===== config.mk =====
export PLATFORM = sky130hd
export DESIGN_NAME = barcode_row_rasterizer
export DESIGN_NICKNAME = d
export VERILOG_FILES = /design/src/rtl/brr_pkg.sv /design/src/rtl/brr_runs.sv /design/src/rtl/brr_pack.sv /design/src/rtl/barcode_row_rasterizer.sv
export SDC_FILE = /design/constraint.sdc
export NUM_CORES = 2
export LEC_CHECK = 0
export ABC_CLOCK_PERIOD_IN_PS = 10400
export BUFFER_PORTS_ARGS = -buffer_cell sky130_fd_sc_hd__buf_2
export CORE_MARGIN = 2
export CORE_UTILIZATION = 35
export CTS_CLUSTER_DIAMETER = 120
export DETAILED_ROUTE_END_ITERATION = 8
export GPL_ROUTABILITY_DRIVEN = 0
export PLACE_DENSITY_LB_ADDON = 0.05
export SLEW_MARGIN = 20
export SYNTH_ARGS = -nofsm -noshare
export SYNTH_HDL_FRONTEND = slang
export SYNTH_SLANG_ARGS = --single-unit

===== constraint.sdc =====
create_clock -name clk -period 10.4 [get_ports clk]
set_clock_uncertainty 0.1 [all_clocks]
set_input_delay 0.52 -clock clk [delete_from_list [all_inputs] [get_ports clk]]
set_output_delay 0.52 -clock clk [all_outputs]
set_load 0.02 [all_outputs]

===== src/rtl/brr_pkg.sv =====
// Shared types and constants for the barcode row rasterizer.
`timescale 1ns / 1ps
package brr_pkg;

  localparam int LINE_BYTES   = 64;
  localparam int MAX_ELEMENTS = 128;
  localparam int LINE_PIXELS  = LINE_BYTES * 8;
  localparam int ELEM_AW      = $clog2(MAX_ELEMENTS);
  localparam int LINE_AW      = $clog2(LINE_BYTES);
  localparam int RUN_W        = 13;

  localparam logic [7:0] WHITE_BYTE = 8'hFF;

  localparam logic [1:0] REG_PIX_MULT   = 2'd0;
  localparam logic [1:0] REG_X_UNDERCUT = 2'd1;
  localparam logic [1:0] REG_BMP_MODE   = 2'd2;

  localparam logic OP_HEADER  = 1'b0;
  localparam logic OP_ELEMENT = 1'b1;

  typedef struct packed {
    logic             valid;
    logic [RUN_W-1:0] width;
    logic             colour;
    logic             last;
  } run_t;

  typedef struct packed {
    logic       valid;
    logic [7:0] line;
    logic [7:0] ucut;
    logic       last;
  } res_t;

endpackage


===== src/rtl/brr_runs.sv =====
// Run generator: element store and the sequence of coloured pixel runs of a row.
`timescale 1ns / 1ps
module brr_runs (
  input  logic                        clk,
  input  logic                        rst,
  input  logic                        start,
  input  logic                        take,
  input  logic                        wr_en,
  input  logic [brr_pkg::ELEM_AW-1:0] wr_addr,
  input  logic [7:0]                  wr_data,
  input  logic [7:0]                  n,
  input  logic [2:0]                  flags,
  input  logic [7:0]                  lpad,
  input  logic [7:0]                  rpad,
  input  logic [4:0]                  pm,
  input  logic [4:0]                  ueff,
  output brr_pkg::run_t               run
);

  typedef enum logic [8:0] {
    S_IDLE = 9'b000000001,
    S_LPAD = 9'b000000010,
    S_GA   = 9'b000000100,
    S_GB   = 9'b000001000,
    S_ELEM = 9'b000010000,
    S_TA   = 9'b000100000,
    S_TB   = 9'b001000000,
    S_TC   = 9'b010000000,
    S_RPAD = 9'b100000000
  } seq_t;

  typedef enum logic [2:0] {
    PH_FETCH = 3'b001,
    PH_MUL   = 3'b010,
    PH_SHOW  = 3'b100
  } ph_t;

  typedef enum logic [1:0] {
    ADJ_ZERO,
    ADJ_PLUS,
    ADJ_MINUS
  } adj_t;

  logic [7:0] store [brr_pkg::MAX_ELEMENTS];
  logic [7:0] rdata;
  logic [brr_pkg::ELEM_AW-1:0] rd_addr;

  seq_t st, st_next;
  ph_t  ph;
  logic [7:0] t;
  logic [brr_pkg::RUN_W-1:0] prod;
  logic [7:0] base;
  adj_t adj;
  logic colour;
  logic c;
  logic grd, rev;
  logic sub;
  logic [brr_pkg::RUN_W:0] sdiff;
  logic t_last;

  assign grd = flags[2];
  assign rev = flags[1];
  assign c   = ~flags[0] ^ (rev & ~n[0]);
  assign t_last = ((t + 8'd1) == n);
  assign rd_addr = rev ? brr_pkg::ELEM_AW'(n - 8'd1 - t) : t[brr_pkg::ELEM_AW-1:0];

  always_ff @(posedge clk) begin
    if (wr_en) begin
      store[wr_addr] <= wr_data;
    end
    rdata <= store[rd_addr];
  end

  always_comb begin
    base   = 8'd1;
    adj    = ADJ_ZERO;
    colour = c;
    case (st)
      S_LPAD: begin base = lpad; colour = 1'b0; end
      S_GA:   adj = ADJ_PLUS;
      S_GB:   begin adj = ADJ_MINUS; colour = ~c; end
      S_ELEM: begin
        base   = rdata;
        colour = c ^ t[0];
        if (t[0]) begin
          adj = ADJ_MINUS;
        end else if (t_last && !grd) begin
          // trailing odd element without guards keeps its width
          adj = ADJ_ZERO;
        end else begin
          adj = ADJ_PLUS;
        end
      end
      S_TA:   adj = ADJ_PLUS;
      S_TB:   begin adj = ADJ_MINUS; colour = ~c; end
      S_TC:   adj = ADJ_ZERO;
      S_RPAD: begin base = rpad; colour = 1'b0; end
      default: base = 8'd0;
    endcase
  end

  // bars shrink and spaces grow: the sign of the shift follows the first colour
  assign sub = ((adj == ADJ_PLUS) && c) || ((adj == ADJ_MINUS) && !c);
  always_comb begin
    if (adj == ADJ_ZERO) begin
      sdiff = {1'b0, prod};
    end else if (sub) begin
      sdiff = {1'b0, prod} - {{(brr_pkg::RUN_W-4){1'b0}}, ueff};
    end else begin
      sdiff = {1'b0, prod} + {{(brr_pkg::RUN_W-4){1'b0}}, ueff};
    end
  end

  assign run.valid  = (ph == PH_SHOW) && (st != S_IDLE);
  assign run.width  = sdiff[brr_pkg::RUN_W] ? '0 : sdiff[brr_pkg::RUN_W-1:0];
  assign run.colour = colour;
  assign run.last   = (st == S_RPAD);

  always_comb begin
    st_next = st;
    case (st)
      S_LPAD: st_next = grd ? S_GA : ((n != 8'd0) ? S_ELEM : S_RPAD);
      S_GA:   st_next = S_GB;
      S_GB:   st_next = (n != 8'd0) ? S_ELEM : S_TA;
      S_ELEM: begin
        if (t_last) begin
          st_next = grd ? (n[0] ? S_TB : S_TA) : S_RPAD;
        end
      end
      S_TA:   st_next = S_TB;
      S_TB:   st_next = n[0] ? S_TC : S_RPAD;
      S_TC:   st_next = S_RPAD;
      S_RPAD: st_next = S_IDLE;
      default: st_next = S_IDLE;
    endcase
  end

  always_ff @(posedge clk) begin
    if (rst) begin
      st <= S_IDLE;
      ph <= PH_FETCH;
      t  <= 8'd0;
    end else if (start) begin
      st <= S_LPAD;
      ph <= PH_FETCH;
      t  <= 8'd0;
    end else begin
      case (ph)
        PH_FETCH: if (st != S_IDLE) ph <= PH_MUL;
        PH_MUL:   ph <= PH_SHOW;
        PH_SHOW: begin
          if (take) begin
            ph <= PH_FETCH;
            st <= st_next;
            if (st == S_ELEM && !t_last) begin
              t <= t + 8'd1;
            end
          end
        end
        default: ph <= PH_FETCH;
      endcase
    end
  end

  always_ff @(posedge clk) begin
    if (ph == PH_MUL) begin
      prod <= brr_pkg::RUN_W'(base * pm);
    end
  end

endmodule


===== src/rtl/brr_pack.sv =====
// Pixel packer: serialises runs into bytes and merges them with the previous row.
`timescale 1ns / 1ps
module brr_pack (
  input  logic                  clk,
  input  logic                  rst,
  input  logic                  start,
  input  logic [6:0]            total,
  input  logic                  bmp,
  input  brr_pkg::run_t         run,
  output logic                  take,
  output brr_pkg::res_t         res
);

  typedef enum logic [6:0] {
    P_IDLE = 7'b0000001,
    P_LOAD = 7'b0000010,
    P_PIX  = 7'b0000100,
    P_RD   = 7'b0001000,
    P_OUT  = 7'b0010000,
    P_PAD  = 7'b0100000,
    P_DONE = 7'b1000000
  } pk_t;

  pk_t st;
  logic [brr_pkg::RUN_W-1:0] rem;
  logic colour;
  logic lastr;
  logic [7:0] sh;
  logic [3:0] nb;
  logic [6:0] k;
  logic [6:0] tot;
  logic [7:0] xm;
  logic [7:0] prev_mem [brr_pkg::LINE_BYTES];
  logic [brr_pkg::LINE_BYTES-1:0] prev_ok;
  logic [7:0] prev_q;
  logic prev_okq;
  logic [brr_pkg::LINE_AW-1:0] kidx;
  logic wr_en;
  logic [7:0] wr_data;
  logic fin;

  assign kidx = k[brr_pkg::LINE_AW-1:0];
  assign xm   = bmp ? brr_pkg::WHITE_BYTE : 8'h00;
  assign take = (st == P_LOAD) && run.valid;
  assign fin  = ((k + 7'd1) == tot);

  assign wr_en   = (st == P_OUT) || (st == P_PAD);
  assign wr_data = (st == P_OUT) ? sh : 8'h00;

  always_ff @(posedge clk) begin
    if (wr_en) begin
      prev_mem[kidx] <= wr_data;
    end
    prev_q <= prev_mem[kidx];
  end

  always_ff @(posedge clk) begin
    if (rst) begin
      prev_ok  <= '0;
      prev_okq <= 1'b0;
    end else begin
      prev_okq <= prev_ok[kidx];
      if (wr_en) begin
        prev_ok[kidx] <= 1'b1;
      end
    end
  end

  always_comb begin
    res.valid = 1'b0;
    res.line  = sh ^ xm;
    res.ucut  = (sh & (prev_okq ? prev_q : 8'h00)) ^ xm;
    res.last  = fin;
    case (st)
      P_OUT: res.valid = 1'b1;
      P_PAD: begin
        res.valid = 1'b1;
        res.line  = brr_pkg::WHITE_BYTE;
        res.ucut  = brr_pkg::WHITE_BYTE;
      end
      default: res.valid = 1'b0;
    endcase
  end

  always_ff @(posedge clk) begin
    if (rst) begin
      st <= P_IDLE;
    end else begin
      case (st)
        P_IDLE: if (start) st <= P_LOAD;
        P_LOAD: if (run.valid) st <= P_PIX;
        P_PIX: begin
          if (rem != '0 || (lastr && nb != 4'd0)) begin
            if (nb == 4'd7) st <= P_RD;
          end else if (!lastr) begin
            st <= P_LOAD;
          end else begin
            st <= P_PAD;
          end
        end
        P_RD:  st <= P_OUT;
        P_OUT: st <= fin ? P_DONE : P_PIX;
        P_PAD: st <= fin ? P_DONE : P_PAD;
        P_DONE: st <= P_IDLE;
        default: st <= P_IDLE;
      endcase
    end
  end

  always_ff @(posedge clk) begin
    case (st)
      P_IDLE: begin
        k     <= 7'd0;
        nb    <= 4'd0;
        rem   <= '0;
        lastr <= 1'b0;
        tot   <= total;
      end
      P_LOAD: begin
        if (run.valid) begin
          rem    <= run.width;
          colour <= run.colour;
          lastr  <= run.last;
        end
      end
      P_PIX: begin
        if (rem != '0) begin
          sh  <= {sh[6:0], colour};
          nb  <= nb + 4'd1;
          rem <= rem - 1'b1;
        end else if (lastr && nb != 4'd0) begin
          // fill the final partial byte with white
          sh <= {sh[6:0], 1'b0};
          nb <= nb + 4'd1;
        end
      end
      P_OUT: begin
        k  <= k + 7'd1;
        nb <= 4'd0;
      end
      P_PAD: k <= k + 7'd1;
      default: k <= k;
    endcase
  end

endmodule


===== src/rtl/barcode_row_rasterizer.sv =====
// Barcode row rasterizer top level: configuration, row loading and pass control.
// The element item marked last starts rendering, during which busy stays high:
// a sizing pass walks the runs, then a second pass walks them again and shifts
// out one pixel per cycle, pausing to reload at each run and to emit each
// output byte, the white-filled last one included (previous-row read, then
// the result), and then emits any BMP pad bytes. Results come one per strobe
// and cannot be held off, so the receiver must take each in the cycle it
// appears. A row that overflows gives a single flagged result.
`timescale 1ns / 1ps
module barcode_row_rasterizer (
  input  logic        clk,
  input  logic        rst,
  input  logic        psel,
  input  logic        penable,
  input  logic        pwrite,
  input  logic [3:0]  paddr,
  input  logic [31:0] pwdata,
  output logic [31:0] prdata,
  output logic        pready,
  input  logic        start,
  output logic        busy,
  input  logic        operation,
  input  logic        starts_white,
  input  logic        reversed,
  input  logic        with_guards,
  input  logic [7:0]  left_pad,
  input  logic [7:0]  right_pad,
  input  logic [7:0]  module_count,
  input  logic        last_element,
  output logic        valid,
  output logic [7:0]  line_byte,
  output logic [7:0]  undercut_byte,
  output logic        overflow,
  output logic        last_byte
);

  typedef enum logic [4:0] {
    T_IDLE  = 5'b00001,
    T_SIZE  = 5'b00010,
    T_CHECK = 5'b00100,
    T_OVF   = 5'b01000,
    T_EMIT  = 5'b10000
  } top_t;

  top_t st;
  logic [4:0] pix_mult;
  logic [4:0] x_undercut;
  logic       bmp_mode;
  logic [2:0] row_flags;
  logic [7:0] lpad, rpad;
  logic [7:0] element_count;
  logic [4:0] ueff;
  logic [9:0] acc;
  logic       ovf;
  logic [brr_pkg::RUN_W:0] sum;
  logic [10:0] acc7;
  logic [6:0] nbytes, total;
  logic [6:0] nb3;
  logic cfg_wr;
  logic accept;
  logic elem_wr;
  logic gen_start, pack_start;
  logic gen_take, pack_take;
  brr_pkg::run_t run;
  brr_pkg::res_t pres;

  assign pready = 1'b1;
  assign cfg_wr = psel && penable && pwrite;
  assign busy   = (st != T_IDLE);
  assign accept = start && !busy;
  assign ueff   = (x_undercut < pix_mult) ? x_undercut : 5'd0;
  assign elem_wr = accept && (operation == brr_pkg::OP_ELEMENT) &&
                   (element_count < 8'(brr_pkg::MAX_ELEMENTS));

  always_comb begin
    case (paddr[3:2])
      brr_pkg::REG_PIX_MULT:   prdata = {27'd0, pix_mult};
      brr_pkg::REG_X_UNDERCUT: prdata = {27'd0, x_undercut};
      brr_pkg::REG_BMP_MODE:   prdata = {31'd0, bmp_mode};
      default:                 prdata = 32'd0;
    endcase
  end

  always_ff @(posedge clk) begin
    if (rst) begin
      pix_mult   <= 5'd1;
      x_undercut <= 5'd0;
      bmp_mode   <= 1'b0;
    end else if (cfg_wr) begin
      case (paddr[3:2])
        brr_pkg::REG_PIX_MULT:   pix_mult   <= pwdata[4:0];
        brr_pkg::REG_X_UNDERCUT: x_undercut <= pwdata[4:0];
        brr_pkg::REG_BMP_MODE:   bmp_mode   <= pwdata[0];
        default:                 bmp_mode   <= bmp_mode;
      endcase
    end
  end

  assign sum    = {1'b0, run.width} + {{(brr_pkg::RUN_W-9){1'b0}}, acc};
  assign acc7   = {1'b0, acc} + 11'd7;
  assign nbytes = acc7[9:3];
  assign nb3    = nbytes + 7'd3;
  assign total  = bmp_mode ? {nb3[6:2], 2'b00} : nbytes;

  assign gen_start  = (st == T_IDLE && accept && operation == brr_pkg::OP_ELEMENT &&
                       last_element) || (st == T_CHECK && !ovf && total != 7'd0);
  assign pack_start = (st == T_CHECK) && !ovf && (total != 7'd0);
  assign gen_take   = (st == T_SIZE) ? run.valid : pack_take;

  always_ff @(posedge clk) begin
    if (rst) begin
      st            <= T_IDLE;
      element_count <= 8'd0;
      row_flags     <= 3'd0;
      lpad          <= 8'd0;
      rpad          <= 8'd0;
      valid         <= 1'b0;
    end else begin
      valid <= 1'b0;
      case (st)
        T_IDLE: begin
          if (accept) begin
            if (operation == brr_pkg::OP_HEADER) begin
              row_flags     <= {with_guards, reversed, starts_white};
              lpad          <= left_pad;
              rpad          <= right_pad;
              element_count <= 8'd0;
            end else begin
              if (elem_wr) element_count <= element_count + 8'd1;
              if (last_element) st <= T_SIZE;
            end
          end
        end
        T_SIZE: if (run.valid && run.last) st <= T_CHECK;
        T_CHECK: begin
          if (ovf) begin
            st <= T_OVF;
          end else if (total == 7'd0) begin
            st            <= T_IDLE;
            element_count <= 8'd0;
          end else begin
            st <= T_EMIT;
          end
        end
        T_OVF: begin
          valid         <= 1'b1;
          st            <= T_IDLE;
          element_count <= 8'd0;
        end
        T_EMIT: begin
          valid <= pres.valid;
          if (pres.valid && pres.last) begin
            st            <= T_IDLE;
            element_count <= 8'd0;
          end
        end
        default: st <= T_IDLE;
      endcase
    end
  end

  // sizing pass: add run widths and flag anything past the line
  always_ff @(posedge clk) begin
    if (gen_start && st == T_IDLE) begin
      acc <= 10'd0;
      ovf <= 1'b0;
    end else if (st == T_SIZE && run.valid) begin
      if (sum > (brr_pkg::RUN_W+1)'(brr_pkg::LINE_PIXELS)) begin
        ovf <= 1'b1;
      end else begin
        acc <= sum[9:0];
      end
    end
  end

  always_ff @(posedge clk) begin
    if (st == T_OVF) begin
      line_byte     <= 8'd0;
      undercut_byte <= 8'd0;
      overflow      <= 1'b1;
      last_byte     <= 1'b1;
    end else begin
      line_byte     <= pres.line;
      undercut_byte <= pres.ucut;
      overflow      <= 1'b0;
      last_byte     <= pres.last;
    end
  end

  brr_runs u_runs (
    .clk     (clk),
    .rst     (rst),
    .start   (gen_start),
    .take    (gen_take),
    .wr_en   (elem_wr),
    .wr_addr (element_count[brr_pkg::ELEM_AW-1:0]),
    .wr_data (module_count),
    .n       (element_count),
    .flags   (row_flags),
    .lpad    (lpad),
    .rpad    (rpad),
    .pm      (pix_mult),
    .ueff    (ueff),
    .run     (run)
  );

  brr_pack u_pack (
    .clk   (clk),
    .rst   (rst),
    .start (pack_start),
    .total (total),
    .bmp   (bmp_mode),
    .run   (run),
    .take  (pack_take),
    .res   (pres)
  );

endmodule


==> metrics.yaml <==
outcome:
  status: "finished clean"
synth:
  ys_async_sr_fraction: 0
  synth_fa_ha_area_frac: 0.0165
  dominant_combinational_cell_family_by_area_after_synthesis: "compound AO/OA/AOI/OAI gates"
  synth_xor_area_frac: 0.0132
  yosys.area.top_type: "sky130_fd_sc_hd__edfxtp_1"
  post-synth-top-area-fraction: 0.652
  synth_enable_flop_cells: 1590
  ys_dominant_reg_cell: "sky130_fd_sc_hd__edfxtp_1"
  netlist_instances: 5441
  yosysUniqueCellTypes: 75
  muxShareOfSynthArea: 0.0200
  synthSimpleGateAreaFrac: 0.100
  synth_area_sq_mm: 0.0732
  synth_compound_area_frac: 0.123
  syn-mean-instance-area_sq_um: 13.5
  yosys-top-cells-area: "sky130_fd_sc_hd__edfxtp_1 65%, sky130_fd_sc_hd__dfxtp_1 4.9%, sky130_fd_sc_hd__nand2_1 3.4%, sky130_fd_sc_hd__a211oi_1 2.7%, sky130_fd_sc_hd__nor2_1 2.2%"
  sequential_element_share_of_the_synthesized_area: 0.702
  synth-warning-count: 0
  ys_ff_latch: 1771
setup_path:
  timing.critical_path.from_type: "flip-flop"
  crit_slowest_cell: "sky130_fd_sc_hd__o41ai_1"
  crit_path_end_kind: "flip-flop"
  maximum_cell_stage_delay_along_the_critical_path_ps: 680
  cp.required_ps: 11050
  r2r_slack_ps: 1560
  critical_path_peak_fanout: 12
  crit_top_cell: "sky130_fd_sc_hd__ha_1"
  critical_path_arrival_ps: 9500
  crit_type: "reg -> reg"
layout:
  area_growth_syn_to_layout_pct: 13.3
  postLayoutCoreUtil: 0.400
  design_area_sq_mm: 0.0830
  layout_net_count: 5605
  final_cell_mix: "1590 x sky130_fd_sc_hd__edfxtp_1, 662 x sky130_fd_sc_hd__nand2_1, 404 x sky130_fd_sc_hd__nor2_1, 262 x sky130_fd_sc_hd__a211oi_1, 238 x sky130_fd_sc_hd__a21oi_1"
  layoutNonFillerInstCount: 8405
  drive_gt1_frac: 0.0876
  most_common_cell_after_layout_fill_and_taps_aside: "sky130_fd_sc_hd__edfxtp_1"
route:
  route.vias.total: 44600
  route.detailed.wl_per_inst_um: 25.3
  drt_wl_total_um: 213000
  first_iter_violations: 3301
  drc: 0
  first_pass_iters: 6
  antenna_violating_nets_post_route: 0
  via_per_inst: 5.30
run:
  max_cap_viol_count: 0
clocking:
  tritoncts_clock_tree: "done"
  cts.repair_timing.setup_buffer_count: 0
  cts_buffers: 198
  clk_pin_slew_worst_paths_ps: 60
  clock_sink_count: 1771
  clock_tree.buffer_depth: 3
  worst_skew_pair.late_latency_ps: 830
  ctsRootBufferMaster: "sky130_fd_sc_hd__clkbuf_16"
  ctsHtreeMaxLevel: 4
die:
  fp.dieH_um: 461
  die_area_sq_mm: 0.213
  initial_utilization: 0.353
  dieWidth_um: 461
  pin_count: 124
  placeableCoreArea_sq_mm: 0.207
  std_cell_rows: 167
sta:
  report.final.slew_viol_count: 0
  period_share: 0.850
  timing.final.hold_violations: 0
  final_period_minus_worst_setup_slack_ps: 8840
  fin_hold_ws_ps: 45.2
  timing.slew.headroom: 0.241
  rsz_0062_raised_after_global_routing: "no"
  tightestPinTransition_ps: 1130
  fmax_ghz: 0.113
  setup-violations-final: 0
  fin_setup_tns_ps: 0
pwr:
  power_leakage_nw: 27.7
  p_per_area_mw_per_mm2: 188
  ir_worst_vdd_mv: 0.161
placement:
  detailed_place.area_sq_mm: 0.0765
  port_buffers: 66
  place.detailed.hpwl_um: 121000
  placed_cells: 8010
global_route:
  grt_start_max_net_pins: 149
  track_usage: 0.197
  grt_pass1_vias: 43800
  grt_antenna_before_repair: 4
  grt_first_pass_wirelength_um: 311000
  grt_overflow: 0
min_path:
  hold_path.class: "in -> reg"
## cell families (layout without fill, tap and decap cells)
kind of cell | Yosys count | count (layout)
AOI/OAI and AO/OA | 1270 | 1270
buffers and inverters | 461 | 610
and+or+nand+nor | 1604 | 1604
other | 2 | 29
muxes | 145 | 145
adders and majority gates | 84 | 84
DFF | 1771 | 1771
xor gates and xnor gates | 104 | 104
## critical path: cells and delay by family, from the launching register on
family	cells	cell delay, ps
XOR/XNOR	1	150
AND/OR/NAND/NOR	6	1800
buffers and inverters	1	70
AO/OA/AOI/OAI	15	4560
adder cells (fa/ha/maj)	4	1470
flip-flops	1	590
## area by class of cell
type                    count  area (sq um)
flip-flops and latches   1771         51400
clock inverters            87           627
clock buffers             279          5490
fillers                 19400        125000
multi-input cells        3235         20300
inverters                  71           267
well taps                2788          3490
diodes                      1          2.50
repair buffers            173          1380
## routing by layer
metal	GRT usage	part of all wire	wire length, um	vias up
met5	0	0	0	-
met4	0.0491	0.022	4600	0
met3	0.0302	0.043	9080	268
met2	0.310	0.46	97700	956
met1	0.285	0.48	101000	22600
li1	-	-	-	20700
## where the power goes
part           leakage (nW)  internal (mW)  switching (mW)
clock network          2.99           3.77            2.90
logic                  8.35          0.325           0.792
registers              16.4           7.75          0.0340
total                  27.7           11.9            3.72
## cell usage after synthesis, types with 45 or more instances
cell / instances
sky130_fd_sc_hd__dfxtp_1: 181
sky130_fd_sc_hd__a22o_1: 64
sky130_fd_sc_hd__a221oi_1: 62
sky130_fd_sc_hd__a31oi_1: 200
sky130_fd_sc_hd__mux2i_1: 136
sky130_fd_sc_hd__nor2_1: 422
sky130_fd_sc_hd__ha_1: 63
sky130_fd_sc_hd__inv_1: 70
sky130_fd_sc_hd__clkbuf_1: 311
sky130_fd_sc_hd__xnor2_1: 61
sky130_fd_sc_hd__a211oi_1: 262
sky130_fd_sc_hd__buf_1: 45
sky130_fd_sc_hd__nand2_1: 664
sky130_fd_sc_hd__and2_1: 243
sky130_fd_sc_hd__a22oi_1: 175
sky130_fd_sc_hd__a21oi_1: 240
sky130_fd_sc_hd__a311oi_1: 130
sky130_fd_sc_hd__edfxtp_1: 1590
## sequential cells by signal, indices dropped and copies added (netlist names), 5 cells and up
| register | cells |
|---|---|
| u_runs.store | 1024 |
| u_pack.prev_mem | 512 |
| u_pack.prev_ok | 64 |
| u_pack.rem | 13 |
| u_runs.prod | 13 |
| acc | 10 |
| u_runs.st | 9 |
| element_count | 8 |
| line_byte | 8 |
| lpad | 8 |
| rpad | 8 |
| u_pack.prev_q | 8 |
| u_pack.sh | 8 |
| u_runs.rdata | 8 |
| u_runs.t | 8 |
| undercut_byte | 8 |
| u_pack.k | 7 |
| u_pack.st | 7 |
| u_pack.tot | 7 |
| pix_mult | 5 |
| st | 5 |
| x_undercut | 5 |
## what timing repair did
item / in CTS / in global routing
hold buffers: 28 / 0
gates resized for setup: 0 / 0
hold endpoints to repair: 71 / 0
## final timing paths
check	from	endpoint	cells past startpoint
min reg2reg	lpad[7]	lpad[7]	2
max	u_runs.t[0]	acc[1]	27
min	module_count[4]	u_runs.store[117][4]	1
max reg2reg	u_runs.t[0]	acc[1]	27
## stage by stage
stage / total power [mW] / worst slack [ps]
after global routing: 16.1 / 994
after global placement: 9.06 / 1200
after floorplan: 8.57 / 2830
after CTS: 15.8 / 1520
after detailed placement: 9.06 / 1550
final: 15.6 / 1560
Note: power is estimated with default switching activity, not from simulation.
